[config.mk]
export PLATFORM = sky130hd
export DESIGN_NAME = drip_monitor_and_flow_control_top
export DESIGN_NICKNAME = d
export VERILOG_FILES = /design/src/rtl/dmfc_pkg.sv /design/src/rtl/dmfc_div.sv /design/src/rtl/drip_monitor_and_flow_control_top.sv
export SDC_FILE = /design/constraint.sdc
export NUM_CORES = 2
export LEC_CHECK = 0
export ABC_AREA = 1
export BUFFER_PORTS_ARGS = -buffer_cell sky130_fd_sc_hd__buf_4
export CAP_MARGIN = 25
export CORE_MARGIN = 10
export CORE_UTILIZATION = 30
export CTS_CLUSTER_SIZE = 10
export DETAILED_ROUTE_END_ITERATION = 8
export PLACE_DENSITY = 0.5
export SYNTH_ARGS = -nofsm -noshare
export SYNTH_HDL_FRONTEND = slang
export SYNTH_SLANG_ARGS = --single-unit
[constraint.sdc]
create_clock -name clk -period 8.3 [get_ports clk]
set_input_delay 1.66 -clock clk [delete_from_list [all_inputs] [get_ports clk]]
set_output_delay 1.66 -clock clk [all_outputs]
set_load 0.05 [all_outputs]
[src/rtl/dmfc_pkg.sv]
// dmfc_pkg: status, action and motor codes, register indexes and divider
// request/response types for the drip monitor. No dependencies.
package dmfc_pkg;
	localparam logic [2:0] ST_NOT_STARTED = 3'd0;
	localparam logic [2:0] ST_STARTED     = 3'd1;
	localparam logic [2:0] ST_IN_PROGRESS = 3'd2;
	localparam logic [2:0] ST_PAUSED      = 3'd3;
	localparam logic [2:0] ST_STOPPED     = 3'd4;
	localparam logic [2:0] ST_COMPLETED   = 3'd5;
	localparam logic [2:0] ST_EXCEEDED    = 3'd6;
	localparam logic [2:0] ST_OUT_FLUID   = 3'd7;

	localparam logic [1:0] ACT_TICK   = 2'd0;
	localparam logic [1:0] ACT_START  = 2'd1;
	localparam logic [1:0] ACT_PAUSE  = 2'd2;
	localparam logic [1:0] ACT_RESUME = 2'd3;

	localparam logic [1:0] CMD_OFF  = 2'd0;
	localparam logic [1:0] CMD_UP   = 2'd1;
	localparam logic [1:0] CMD_DOWN = 2'd2;
	localparam logic [1:0] CMD_KEEP = 2'd3;

	localparam logic [2:0] REG_TARGET_RATE  = 3'd0;
	localparam logic [2:0] REG_TARGET_DROPS = 3'd1;
	localparam logic [2:0] REG_DROP_FACTOR  = 3'd2;
	localparam logic [2:0] REG_DEBOUNCE     = 3'd3;
	localparam logic [2:0] REG_NO_DROP      = 3'd4;
	localparam logic [2:0] REG_OUT_FLUID    = 3'd5;
	localparam logic [2:0] REG_ALLOW        = 3'd6;

	localparam logic [23:0] MASK24   = 24'hFFFFFF;
	localparam logic [12:0] RATE_MAX = 13'd6000;
	localparam int          DIV_W    = 32;

	typedef struct packed {
		logic        start;
		logic [31:0] num;
		logic [31:0] den;
	} div_req_t;

	typedef struct packed {
		logic        busy;
		logic        done;
		logic [31:0] quo;
		logic [31:0] rem;
	} div_rsp_t;
endpackage

[src/rtl/dmfc_div.sv]
// dmfc_div: shared restoring divider, one quotient bit per cycle.
// Depends on dmfc_pkg.
module dmfc_div (
	input  logic              clk,
	input  logic              arst_n,
	input  dmfc_pkg::div_req_t req,
	output dmfc_pkg::div_rsp_t rsp
);
	logic [31:0] quo_q;
	logic [31:0] rem_q;
	logic [31:0] den_q;
	logic [5:0]  cnt_q;
	logic        busy_q;
	logic        done_q;
	logic [32:0] trial;

	assign trial = {rem_q, quo_q[31]} - {1'b0, den_q};

	always_ff @(posedge clk or negedge arst_n) begin
		if (!arst_n) begin
			busy_q <= 1'b0;
			done_q <= 1'b0;
			cnt_q  <= '0;
		end else begin
			done_q <= 1'b0;
			if (req.start) begin
				busy_q <= 1'b1;
				cnt_q  <= 6'd32;
			end else if (busy_q) begin
				cnt_q <= cnt_q - 6'd1;
				if (cnt_q == 6'd1) begin
					busy_q <= 1'b0;
					done_q <= 1'b1;
				end
			end
		end
	end

	always_ff @(posedge clk) begin
		if (req.start) begin
			quo_q <= req.num;
			rem_q <= '0;
			den_q <= req.den;
		end else if (busy_q) begin
			if (!trial[32]) begin
				rem_q <= trial[31:0];
				quo_q <= {quo_q[30:0], 1'b1};
			end else begin
				rem_q <= {rem_q[30:0], quo_q[31]};
				quo_q <= {quo_q[30:0], 1'b0};
			end
		end
	end

	assign rsp.busy = busy_q;
	assign rsp.done = done_q;
	assign rsp.quo  = quo_q;
	assign rsp.rem  = rem_q;
endmodule

[src/rtl/drip_monitor_and_flow_control_top.sv]
// Drip monitor and flow control top: sequencer, infusion state and outputs.
// Depends on dmfc_pkg and dmfc_div.
//
// Each input beat is one millisecond tick, and only one tick is in work at a time.
// A tick uses one shared bit-serial divider for up to three divisions: the drip
// rate when a drop is taken with a nonzero gap, the volume when the drop factor
// is counted, and the on time when a new control window opens; elapsed seconds
// come from a combinational reciprocal multiply. The result beat sits in an
// output register, and the next tick is taken once that register is free or
// being emptied.
module drip_monitor_and_flow_control_top (
	input  logic        clk,
	input  logic        arst_n,
	input  logic        cfg_we,
	input  logic [2:0]  cfg_index,
	input  logic [23:0] cfg_data,
	input  logic        in_valid,
	output logic        in_ready,
	input  logic [1:0]  action,
	input  logic        sensor_level,
	input  logic        upper_limit_hit,
	input  logic        homing_settled,
	output logic        out_valid,
	input  logic        out_ready,
	output logic [2:0]  infusion_status,
	output logic [12:0] drip_rate_out,
	output logic [23:0] drops_counted,
	output logic [23:0] volume_centi_ml,
	output logic [23:0] elapsed_seconds,
	output logic [1:0]  motor_command,
	output logic        homing_request
);
	localparam logic [3:0] S_IDLE   = 4'd0;
	localparam logic [3:0] S_PRE    = 4'd1;
	localparam logic [3:0] S_LAUNCH = 4'd2;
	localparam logic [3:0] S_RATE   = 4'd3;
	localparam logic [3:0] S_VOL    = 4'd4;
	localparam logic [3:0] S_POST   = 4'd5;
	localparam logic [3:0] S_ELAP   = 4'd6;
	localparam logic [3:0] S_REG    = 4'd7;
	localparam logic [3:0] S_ONT    = 4'd8;

	localparam logic [23:0] MASK24_C   = dmfc_pkg::MASK24;
	localparam logic [12:0] RATE_MAX_C = dmfc_pkg::RATE_MAX;
	// ceil(2^38 / 1000): (x * SEC_RECIP) >> 38 is x / 1000 for any 32-bit x
	localparam logic [31:0] SEC_RECIP  = 32'h1062_4DD3;

	logic [12:0] tgt_rate_q;
	logic [23:0] tgt_drops_q;
	logic [7:0]  factor_q;
	logic [7:0]  debounce_q;
	logic [15:0] no_drop_q;
	logic [15:0] oof_q;
	logic [5:0]  allow_q;

	logic [3:0]  state_q;
	logic [1:0]  act_q;
	logic        lvl_q, top_q, set_q;
	logic        drop_q;
	logic        win_q;
	logic [31:0] gap_q;

	logic [31:0] ms_q, last_edge_q, last_drop_q, start_q, quiet_q, win_start_q, press_q;
	logic        prev_q, first_q, auto_q, homing_q, press_valid_q;
	logic [2:0]  status_q;
	logic [23:0] total_q, vol_q, elapsed_q;
	logic [7:0]  vrem_q;
	logic [12:0] rate_q, peak_q;
	logic [15:0] on_q;
	logic [1:0]  cmd_q;
	logic        ovalid_q;

	dmfc_pkg::div_req_t dreq;
	dmfc_pkg::div_rsp_t drsp;

	dmfc_div u_div (.clk(clk), .arst_n(arst_n), .req(dreq), .rsp(drsp));

	assign in_ready = (state_q == S_IDLE) && (!ovalid_q || out_ready);

	// combinational views of working state
	logic        counted;
	logic [13:0] diff;
	logic [13:0] hi_bound;
	logic [12:0] lo_bound;
	logic [31:0] now_win;
	logic [31:0] el_span;
	logic [63:0] el_prod;

	assign counted = (factor_q == 8'd10) || (factor_q == 8'd15) || (factor_q == 8'd20) ||
		(factor_q == 8'd60) || (factor_q == 8'd100);
	assign diff = (rate_q > tgt_rate_q) ? {1'b0, rate_q - tgt_rate_q}
		: {1'b0, tgt_rate_q - rate_q};
	assign hi_bound = {1'b0, tgt_rate_q} + {8'd0, allow_q};
	assign lo_bound = (tgt_rate_q > {7'd0, allow_q}) ? tgt_rate_q - {7'd0, allow_q} : 13'd0;
	assign now_win = ms_q - win_start_q;
	assign el_span = ms_q - start_q;
	assign el_prod = {32'd0, el_span} * {32'd0, SEC_RECIP};

	always_comb begin
		dreq.start = 1'b0;
		dreq.num   = '0;
		dreq.den   = 32'd1;
		unique case (state_q)
			S_LAUNCH: begin
				dreq.start = drop_q && (gap_q != 32'd0);
				dreq.num   = 32'd60000;
				dreq.den   = gap_q;
			end
			S_RATE: begin
				dreq.start = drop_q && counted && (drsp.done || (gap_q == 32'd0));
				dreq.num   = 32'd100 + {24'd0, vrem_q};
				dreq.den   = {24'd0, factor_q};
			end
			S_REG: begin
				dreq.start = win_q;
				dreq.num   = {18'd0, diff} * 32'd200;
				dreq.den   = (peak_q == 13'd0) ? 32'd1 : {19'd0, peak_q};
			end
			default: ;
		endcase
	end

	always_ff @(posedge clk or negedge arst_n) begin
		if (!arst_n) begin
			tgt_rate_q  <= '0;
			tgt_drops_q <= MASK24_C;
			factor_q    <= 8'd255;
			debounce_q  <= 8'd10;
			no_drop_q   <= 16'd20000;
			oof_q       <= 16'd28000;
			allow_q     <= 6'd3;
		end else if (cfg_we) begin
			unique case (cfg_index)
				dmfc_pkg::REG_TARGET_RATE:  tgt_rate_q  <= cfg_data[12:0];
				dmfc_pkg::REG_TARGET_DROPS: tgt_drops_q <= cfg_data;
				dmfc_pkg::REG_DROP_FACTOR:  factor_q    <= cfg_data[7:0];
				dmfc_pkg::REG_DEBOUNCE:     debounce_q  <= cfg_data[7:0];
				dmfc_pkg::REG_NO_DROP:      no_drop_q   <= cfg_data[15:0];
				dmfc_pkg::REG_OUT_FLUID:    oof_q       <= cfg_data[15:0];
				dmfc_pkg::REG_ALLOW:        allow_q     <= cfg_data[5:0];
				default: ;
			endcase
		end
	end

	always_ff @(posedge clk or negedge arst_n) begin
		logic [2:0]  st;
		logic        au, hf, fd, pv, dp;
		logic [23:0] tot, vo, el;
		logic [7:0]  vr;
		logic [31:0] sm, gp;
		logic        restart, allowed;
		if (!arst_n) begin
			state_q <= S_IDLE;
			ms_q <= '0; last_edge_q <= '0; last_drop_q <= '0; start_q <= '0;
			quiet_q <= '0; win_start_q <= '0; press_q <= '0;
			prev_q <= 1'b0; first_q <= 1'b0; auto_q <= 1'b0; homing_q <= 1'b1;
			press_valid_q <= 1'b0; status_q <= dmfc_pkg::ST_NOT_STARTED;
			total_q <= '0; vol_q <= '0; elapsed_q <= '0; vrem_q <= '0;
			rate_q <= '0; peak_q <= 13'd1; on_q <= '0; cmd_q <= dmfc_pkg::CMD_KEEP;
			ovalid_q <= 1'b0; drop_q <= 1'b0; win_q <= 1'b0; gap_q <= '0;
			act_q <= '0; lvl_q <= 1'b0; top_q <= 1'b0; set_q <= 1'b0;
		end else begin
			if (ovalid_q && out_ready) ovalid_q <= 1'b0;
			unique case (state_q)
				S_IDLE: if (in_valid && in_ready) begin
					act_q <= action; lvl_q <= sensor_level;
					top_q <= upper_limit_hit; set_q <= homing_settled;
					state_q <= S_PRE;
				end
				S_PRE: begin
					st = status_q; au = auto_q; hf = homing_q; fd = first_q;
					tot = total_q; vo = vol_q; vr = vrem_q; el = elapsed_q;
					sm = start_q; pv = press_valid_q;
					if (set_q) hf = 1'b0;
					restart = 1'b0;
					if (act_q == dmfc_pkg::ACT_START) begin
						restart = 1'b1; st = dmfc_pkg::ST_IN_PROGRESS; au = 1'b1; fd = 1'b0;
					end else if (act_q != dmfc_pkg::ACT_TICK && !hf && tgt_rate_q != 13'd0
						&& tgt_drops_q != MASK24_C) begin
						allowed = 1'b0;
						if (act_q == dmfc_pkg::ACT_PAUSE) begin
							if (au) begin
								st = dmfc_pkg::ST_PAUSED; au = 1'b0; allowed = 1'b1;
							end
						end else if (!au) begin
							if (st == dmfc_pkg::ST_NOT_STARTED || st == dmfc_pkg::ST_STARTED ||
								st == dmfc_pkg::ST_COMPLETED || st == dmfc_pkg::ST_EXCEEDED ||
								st == dmfc_pkg::ST_OUT_FLUID) begin
								restart = 1'b1; fd = 1'b0;
							end
							st = dmfc_pkg::ST_IN_PROGRESS; au = 1'b1; allowed = 1'b1;
						end
						if (allowed) begin
							if (pv && (ms_q - press_q) < 32'd500 &&
								(st == dmfc_pkg::ST_IN_PROGRESS || st == dmfc_pkg::ST_PAUSED)) begin
								hf = 1'b1; au = 1'b0; st = dmfc_pkg::ST_COMPLETED;
							end
							press_q <= ms_q; pv = 1'b1;
						end
					end
					if (restart) begin
						el = '0; sm = ms_q; tot = '0; vo = '0; vr = '0;
					end
					dp = 1'b0;
					gp = ms_q - last_drop_q;
					if (lvl_q != prev_q) begin
						prev_q <= lvl_q;
						if (lvl_q) begin
							if ((ms_q - last_edge_q) >= {24'd0, debounce_q}) begin
								dp = 1'b1;
								last_edge_q <= ms_q;
								if (!fd) begin
									fd = 1'b1;
									gp = ms_q + 32'd9999;
									if (st != dmfc_pkg::ST_PAUSED) begin
										if (st != dmfc_pkg::ST_STOPPED) begin
											sm = ms_q; vo = '0; vr = '0;
										end else st = dmfc_pkg::ST_IN_PROGRESS;
									end
								end
								if (st == dmfc_pkg::ST_NOT_STARTED) st = dmfc_pkg::ST_STARTED;
								last_drop_q <= ms_q;
								if (tot != MASK24_C) tot = tot + 24'd1;
								if (gp == 32'd0) rate_q <= RATE_MAX_C;
							end
						end else quiet_q <= ms_q;
					end
					drop_q <= dp;
					gap_q <= gp;
					status_q <= st; auto_q <= au; homing_q <= hf; first_q <= fd;
					total_q <= tot; vol_q <= vo; vrem_q <= vr; elapsed_q <= el;
					start_q <= sm; press_valid_q <= pv;
					state_q <= S_LAUNCH;
				end
				S_LAUNCH: state_q <= S_RATE;
				S_RATE: begin
					// wait for the rate quotient (or skip with no drop / zero gap)
					if (!drop_q) state_q <= S_POST;
					else if (gap_q == 32'd0) begin
						if (counted) state_q <= S_VOL; else state_q <= S_POST;
					end else if (drsp.done) begin
						rate_q <= (drsp.quo > 32'd6000) ? RATE_MAX_C : drsp.quo[12:0];
						if (counted) state_q <= S_VOL; else state_q <= S_POST;
					end
				end
				S_VOL: begin
					if (!drsp.busy && !dreq.start && drsp.done) begin
						gp = {8'd0, vol_q} + drsp.quo;
						vol_q  <= (gp > {8'd0, MASK24_C}) ? MASK24_C : gp[23:0];
						vrem_q <= drsp.rem[7:0];
						state_q <= S_POST;
					end
				end
				S_POST: begin
					// drop bookkeeping tail, quiet watch, elapsed flag
					st = status_q; au = auto_q; hf = homing_q; fd = first_q;
					tot = total_q; vo = vol_q; vr = vrem_q; el = elapsed_q; sm = start_q;
					if (drop_q) begin
						if (tgt_drops_q != MASK24_C && tot >= tgt_drops_q &&
							{1'b0, tot} <= {1'b0, tgt_drops_q} + 25'd1) begin
							st = dmfc_pkg::ST_COMPLETED; au = 1'b0; hf = 1'b1;
						end else if (st == dmfc_pkg::ST_COMPLETED && set_q && !hf)
							st = dmfc_pkg::ST_EXCEEDED;
						if (rate_q > peak_q) peak_q <= rate_q;
					end
					if (!prev_q && fd) begin
						if ((ms_q - quiet_q) >= {16'd0, no_drop_q}) begin
							fd = 1'b0; rate_q <= '0;
							if (st == dmfc_pkg::ST_COMPLETED || st == dmfc_pkg::ST_EXCEEDED ||
								st == dmfc_pkg::ST_STARTED) begin
								st = dmfc_pkg::ST_NOT_STARTED;
								el = '0; sm = ms_q; tot = '0; vo = '0; vr = '0;
							end
							if (st == dmfc_pkg::ST_IN_PROGRESS) st = dmfc_pkg::ST_STOPPED;
						end
					end else if (st == dmfc_pkg::ST_STOPPED) begin
						if (top_q && (ms_q - quiet_q) >= {16'd0, oof_q}) begin
							quiet_q <= ms_q; hf = 1'b1; au = 1'b0; st = dmfc_pkg::ST_OUT_FLUID;
						end
					end else quiet_q <= ms_q;
					drop_q <= st != dmfc_pkg::ST_COMPLETED && st != dmfc_pkg::ST_OUT_FLUID && fd;
					status_q <= st; auto_q <= au; homing_q <= hf; first_q <= fd;
					total_q <= tot; vol_q <= vo; vrem_q <= vr; elapsed_q <= el; start_q <= sm;
					state_q <= S_ELAP;
				end
				S_ELAP: begin
					if (drop_q) elapsed_q <= el_prod[61:38];
					state_q <= S_REG;
					win_q <= now_win >= ((diff <= 14'd10) ? 32'd1000 : 32'd500);
					if (auto_q && (first_q ? (now_win <= {16'd0, on_q}) : 1'b1)
						&& tgt_rate_q != 13'd0) begin
						if (rate_q < lo_bound)
							cmd_q <= top_q ? dmfc_pkg::CMD_OFF : dmfc_pkg::CMD_UP;
						else if ({1'b0, rate_q} > hi_bound) cmd_q <= dmfc_pkg::CMD_DOWN;
						else cmd_q <= dmfc_pkg::CMD_OFF;
					end else if (auto_q) cmd_q <= dmfc_pkg::CMD_OFF;
					else cmd_q <= dmfc_pkg::CMD_KEEP;
				end
				S_REG: begin
					if (win_q) begin
						win_start_q <= ms_q;
						state_q <= S_ONT;
					end else begin
						ms_q <= ms_q + 32'd1; ovalid_q <= 1'b1; state_q <= S_IDLE;
					end
				end
				S_ONT: if (drsp.done) begin
					on_q <= (drsp.quo < 32'd30) ? 16'd30
						: (drsp.quo > 32'hFFFF) ? 16'hFFFF : drsp.quo[15:0];
					ms_q <= ms_q + 32'd1; ovalid_q <= 1'b1; state_q <= S_IDLE;
				end
				default: state_q <= S_IDLE;
			endcase
		end
	end

	assign out_valid       = ovalid_q;
	assign infusion_status = status_q;
	assign drip_rate_out   = rate_q;
	assign drops_counted   = total_q;
	assign volume_centi_ml = vol_q;
	assign elapsed_seconds = elapsed_q;
	assign motor_command   = cmd_q;
	assign homing_request  = homing_q;
endmodule

==> flow_summary_export.csv <==
group,metric,value,unit
sta,period_minus_slack,8.486,ns
synth,yosys.area.top_type,"ha_1",
floorplan,start_util,0.3015,
sta,whs,0.4749,ns
synth,synth_top_family_by_area,"adder cells",
synth,ys.warnings.count,0,
critical_path,path_max_fanout,3,
synth,syn_area_per_cell,7.331,µm²
synth,synth_area,61620,µm²
critical_path,cpMaxStageDelayCell,"fa_1",
finish,synthToLayoutAreaGrowth,17.88,%
sta,fmax,0.1178,GHz
clock_tree,path_clk_slew,0.06,ns
floorplan,core,204400,µm²
finish,layout_commonest_cell,"nand2_1",
grt,track_usage,0.1974,
status,status,"finished, violations left",
synth,synth.distinct_cells,80,
finish,design_area,72640,µm²
floorplan,die_h,473.2,µm
grt,grt_max_degree,150,
drt,drt-initial-drc-count,3855,
critical_path,critPathCaptureType,"flip-flop",
job,max-cap-violations,0,
floorplan,dieArea,223900,µm²
synth,synth_fa_ha_area_frac,0.2730,
synth,yosys-top-cells-area,"ha_1 17%, dfrtp_1 17%, nand2_1 12%, fa_1 10%, inv_1 9.5%",
clock_tree,clk_latency,0.73,ns
sta,setup_ws,-0.1864,ns
drt,finalWirelength,227800,µm
sta,slew_viol_final,0,
drt,ant_nets,0,
drt,detail_route.wl_per_cell,19.64,µm
drt,vias_per_cell,4.912,
clock_tree,cts_tree,"done",
floorplan,io_pins,130,
grt,grt_pass1_vias,56078,
floorplan,num_rows,166,
synth,yosysSeqAreaShare,0.2319,
synth,synth_top_area_share,0.1704,
grt,antenna_found_initial,12,
synth,syn-num-nets,9597,
sta,finClkSkew,0.05576,ns
place,dpl-instance-area,68320,µm²
synth,synth_xor_area_frac,0.04022,
grt,grt_first_pass_wirelength,344700,µm
finish,layout_common_cells,"1,874 x nand2_1, 1,530 x inv_1, 780 x ha_1",
synth,yosys_register_bits,562,
clock_tree,numCtsBuffers,76,
critical_path,crit_type,"reg2reg",
synth,synth_compound_area_frac,0.1243,
place,dp_hpwl,185200,µm
place,portBuffers,128,
finish,drive_above_1_share,0.1179,
synth,synth_edf_count,64,
synth,ys.flop_type,"dfrtp_1",
clock_tree,cts_num_sinks,562,
status,violations,"negative setup slack",
critical_path,critPathRequiredTime,8.85,ns
sta,tightest_slew,1.035,ns
hold_path,min-delay-path-class,"reg2reg",
sta,fin_crit_sh,1.022,
synth,yosys.area_share.simple,0.2207,
finish,nNetsFinal,10035,
clock_tree,cts-root-buf,"clkbuf_16",
place,gp_congestion,0.9639,
synth,syn_inst,8405,
synth,synthArstFlopShare,0.8292,
sta,maxSlewHeadroom,0.3103,
critical_path,cpMostUsedCell,"fa_1",
floorplan,die_width,473.2,µm
clock_tree,ctsLongestPathBuffers,3,
critical_path,crit_arrival,9.04,ns
clock_tree,cts_max_level,3,
synth,synth.area.mux_share,0.0006904,
sta,rsz0062_at_grt,"yes",
drt,via_count,56972,
sta,finalHoldViolCount,0,
sta,setup_viol_count_final,12,
drt,drc,0,
grt,overflow,0,
critical_path,cpPeakStageDelay,0.55,ns
drt,dr.pass1.iters,6,
critical_path,crit_path_start_kind,"flip-flop",
-- Yosys cell counts, drive strengths merged (3+ instances only) --
| library cell | count |
|---|---|
| nand2 | 1913 |
| inv | 1591 |
| ha | 839 |
| a21o | 22 |
| nor2 | 656 |
| or2 | 20 |
| dfxtp | 32 |
| a21oi | 450 |
| dfrtp | 414 |
| clkbuf | 107 |
| buf | 55 |
| nor4 | 43 |
| clkinv | 6 |
| xor2 | 221 |
| o21a | 13 |
| nor3b | 3 |
| a31o | 3 |
| xnor2 | 62 |
| nand3 | 375 |
| o31ai | 7 |
| and2 | 7 |
| o2111ai | 3 |
| o211a | 4 |
| o211ai | 43 |
| nor3 | 92 |
| dfstp | 52 |
| a31oi | 43 |
| fa | 316 |
| o221ai | 27 |
| nand4 | 114 |
| a211oi | 13 |
| a221oi | 4 |
| edfxtp | 64 |
| o21bai | 30 |
| or3 | 3 |
| nand3b | 24 |
| a22oi | 8 |
| o21ai | 667 |
| o22ai | 18 |
| a21boi | 18 |
-- flip-flops by register name, indices dropped and copies added (netlist names), 8 cells and up --
register and flops:
drops_counted 24, tgt_drops_q 24, on_q 16, win_start_q 32
no_drop_q 16, gap_q 32, last_drop_q 32, drip_rate_out 13
press_q 32, u_div.den_q 32, start_q 32, peak_q 13
vrem_q 8, debounce_q 8, volume_centi_ml 24, quiet_q 32
oof_q 16, tgt_rate_q 13, factor_q 8, u_div.rem_q 32
u_div.quo_q 32, elapsed_seconds 23, ms_q 32
-- area by class of cell --
cell class | count | area (µm²)
fillers | 21789 | 131700
inverters | 1597 | 6000
flip-flops and latches | 562 | 14290
well taps | 2688 | 3363
diodes | 8 | 20.02
clock buffers | 117 | 2186
repair buffers | 522 | 4123
multi-input cells | 6084 | 42330
clock inverters | 21 | 325.3
-- routing by layer --
layer	wire length (µm)	vias up	GRT usage
met5	34	-	0
met4	5891	2	0.04899
met2	105700	1430	0.3296
met3	12370	253	0.03026
met1	103800	27363	0.2661
li1	-	27924	-
-- cell families after synthesis --
logic type / Yosys count
buffers and inverters: 1759
xor gates and xnor gates: 283
other: 1
and+or+nand+nor: 3254
DFF: 562
adders and majority gates: 1155
muxes: 4
AOI/OAI and AO/OA: 1387
-- path summary, 6_finish.rpt --
check                                 from  slack, ns                  end  depth (start not counted)
min in group asynchronous           arst_n       0.89           quiet_q[0]                          1
hold reg to reg            u_div.rem_q[22]       0.47      u_div.rem_q[22]                          2
setup reg to reg                   ms_q[0]      -0.19  elapsed_seconds[20]                         43
hold / removal             u_div.rem_q[22]       0.47      u_div.rem_q[22]                          2
max in group asynchronous           arst_n       6.06    drops_counted[23]                          2
setup / recovery                   ms_q[0]      -0.19  elapsed_seconds[20]                         43
-- timing repair --
item / 4_1_cts / 5_1_grt
hold buffers: 0 / 0
gates resized for setup: 123 / 147
pin swaps: 87 / 82
endpoints found under the hold margin: 0 / 0
setup endpoints to repair: 22 / 23
buffers inserted: 30 / 21
-- worst max-delay path: cells and delay by family (launching register included) --
family / cells / cell delay (ns)
buffers and inverters: 11 / 1.02
adders and majority gates: 11 / 4.05
xor gates and xnor gates: 2 / 0.38
DFF: 1 / 0.39
and+or+nand+nor: 7 / 0.69
AOI/OAI and AO/OA: 12 / 1.82
-- per-stage QoR --
stage          instances    util  TNS, ns  worst slack, ns
5_1_grt            11593  0.3553   -8.087          -0.5277
6_report           11599  0.3554   -1.224          -0.1864
3_3_place_gp       11397  0.3340   -5.194          -0.3929
4_1_cts            11567  0.3510        0         0.001046
3_5_place_dp       11401  0.3343   -6.597          -0.4679
2_1_floorplan       8405       -  -0.1446         -0.07871
Power is not shown: default switching activity piles up to over one toggle a cycle in this logic, so the estimate is an artifact.
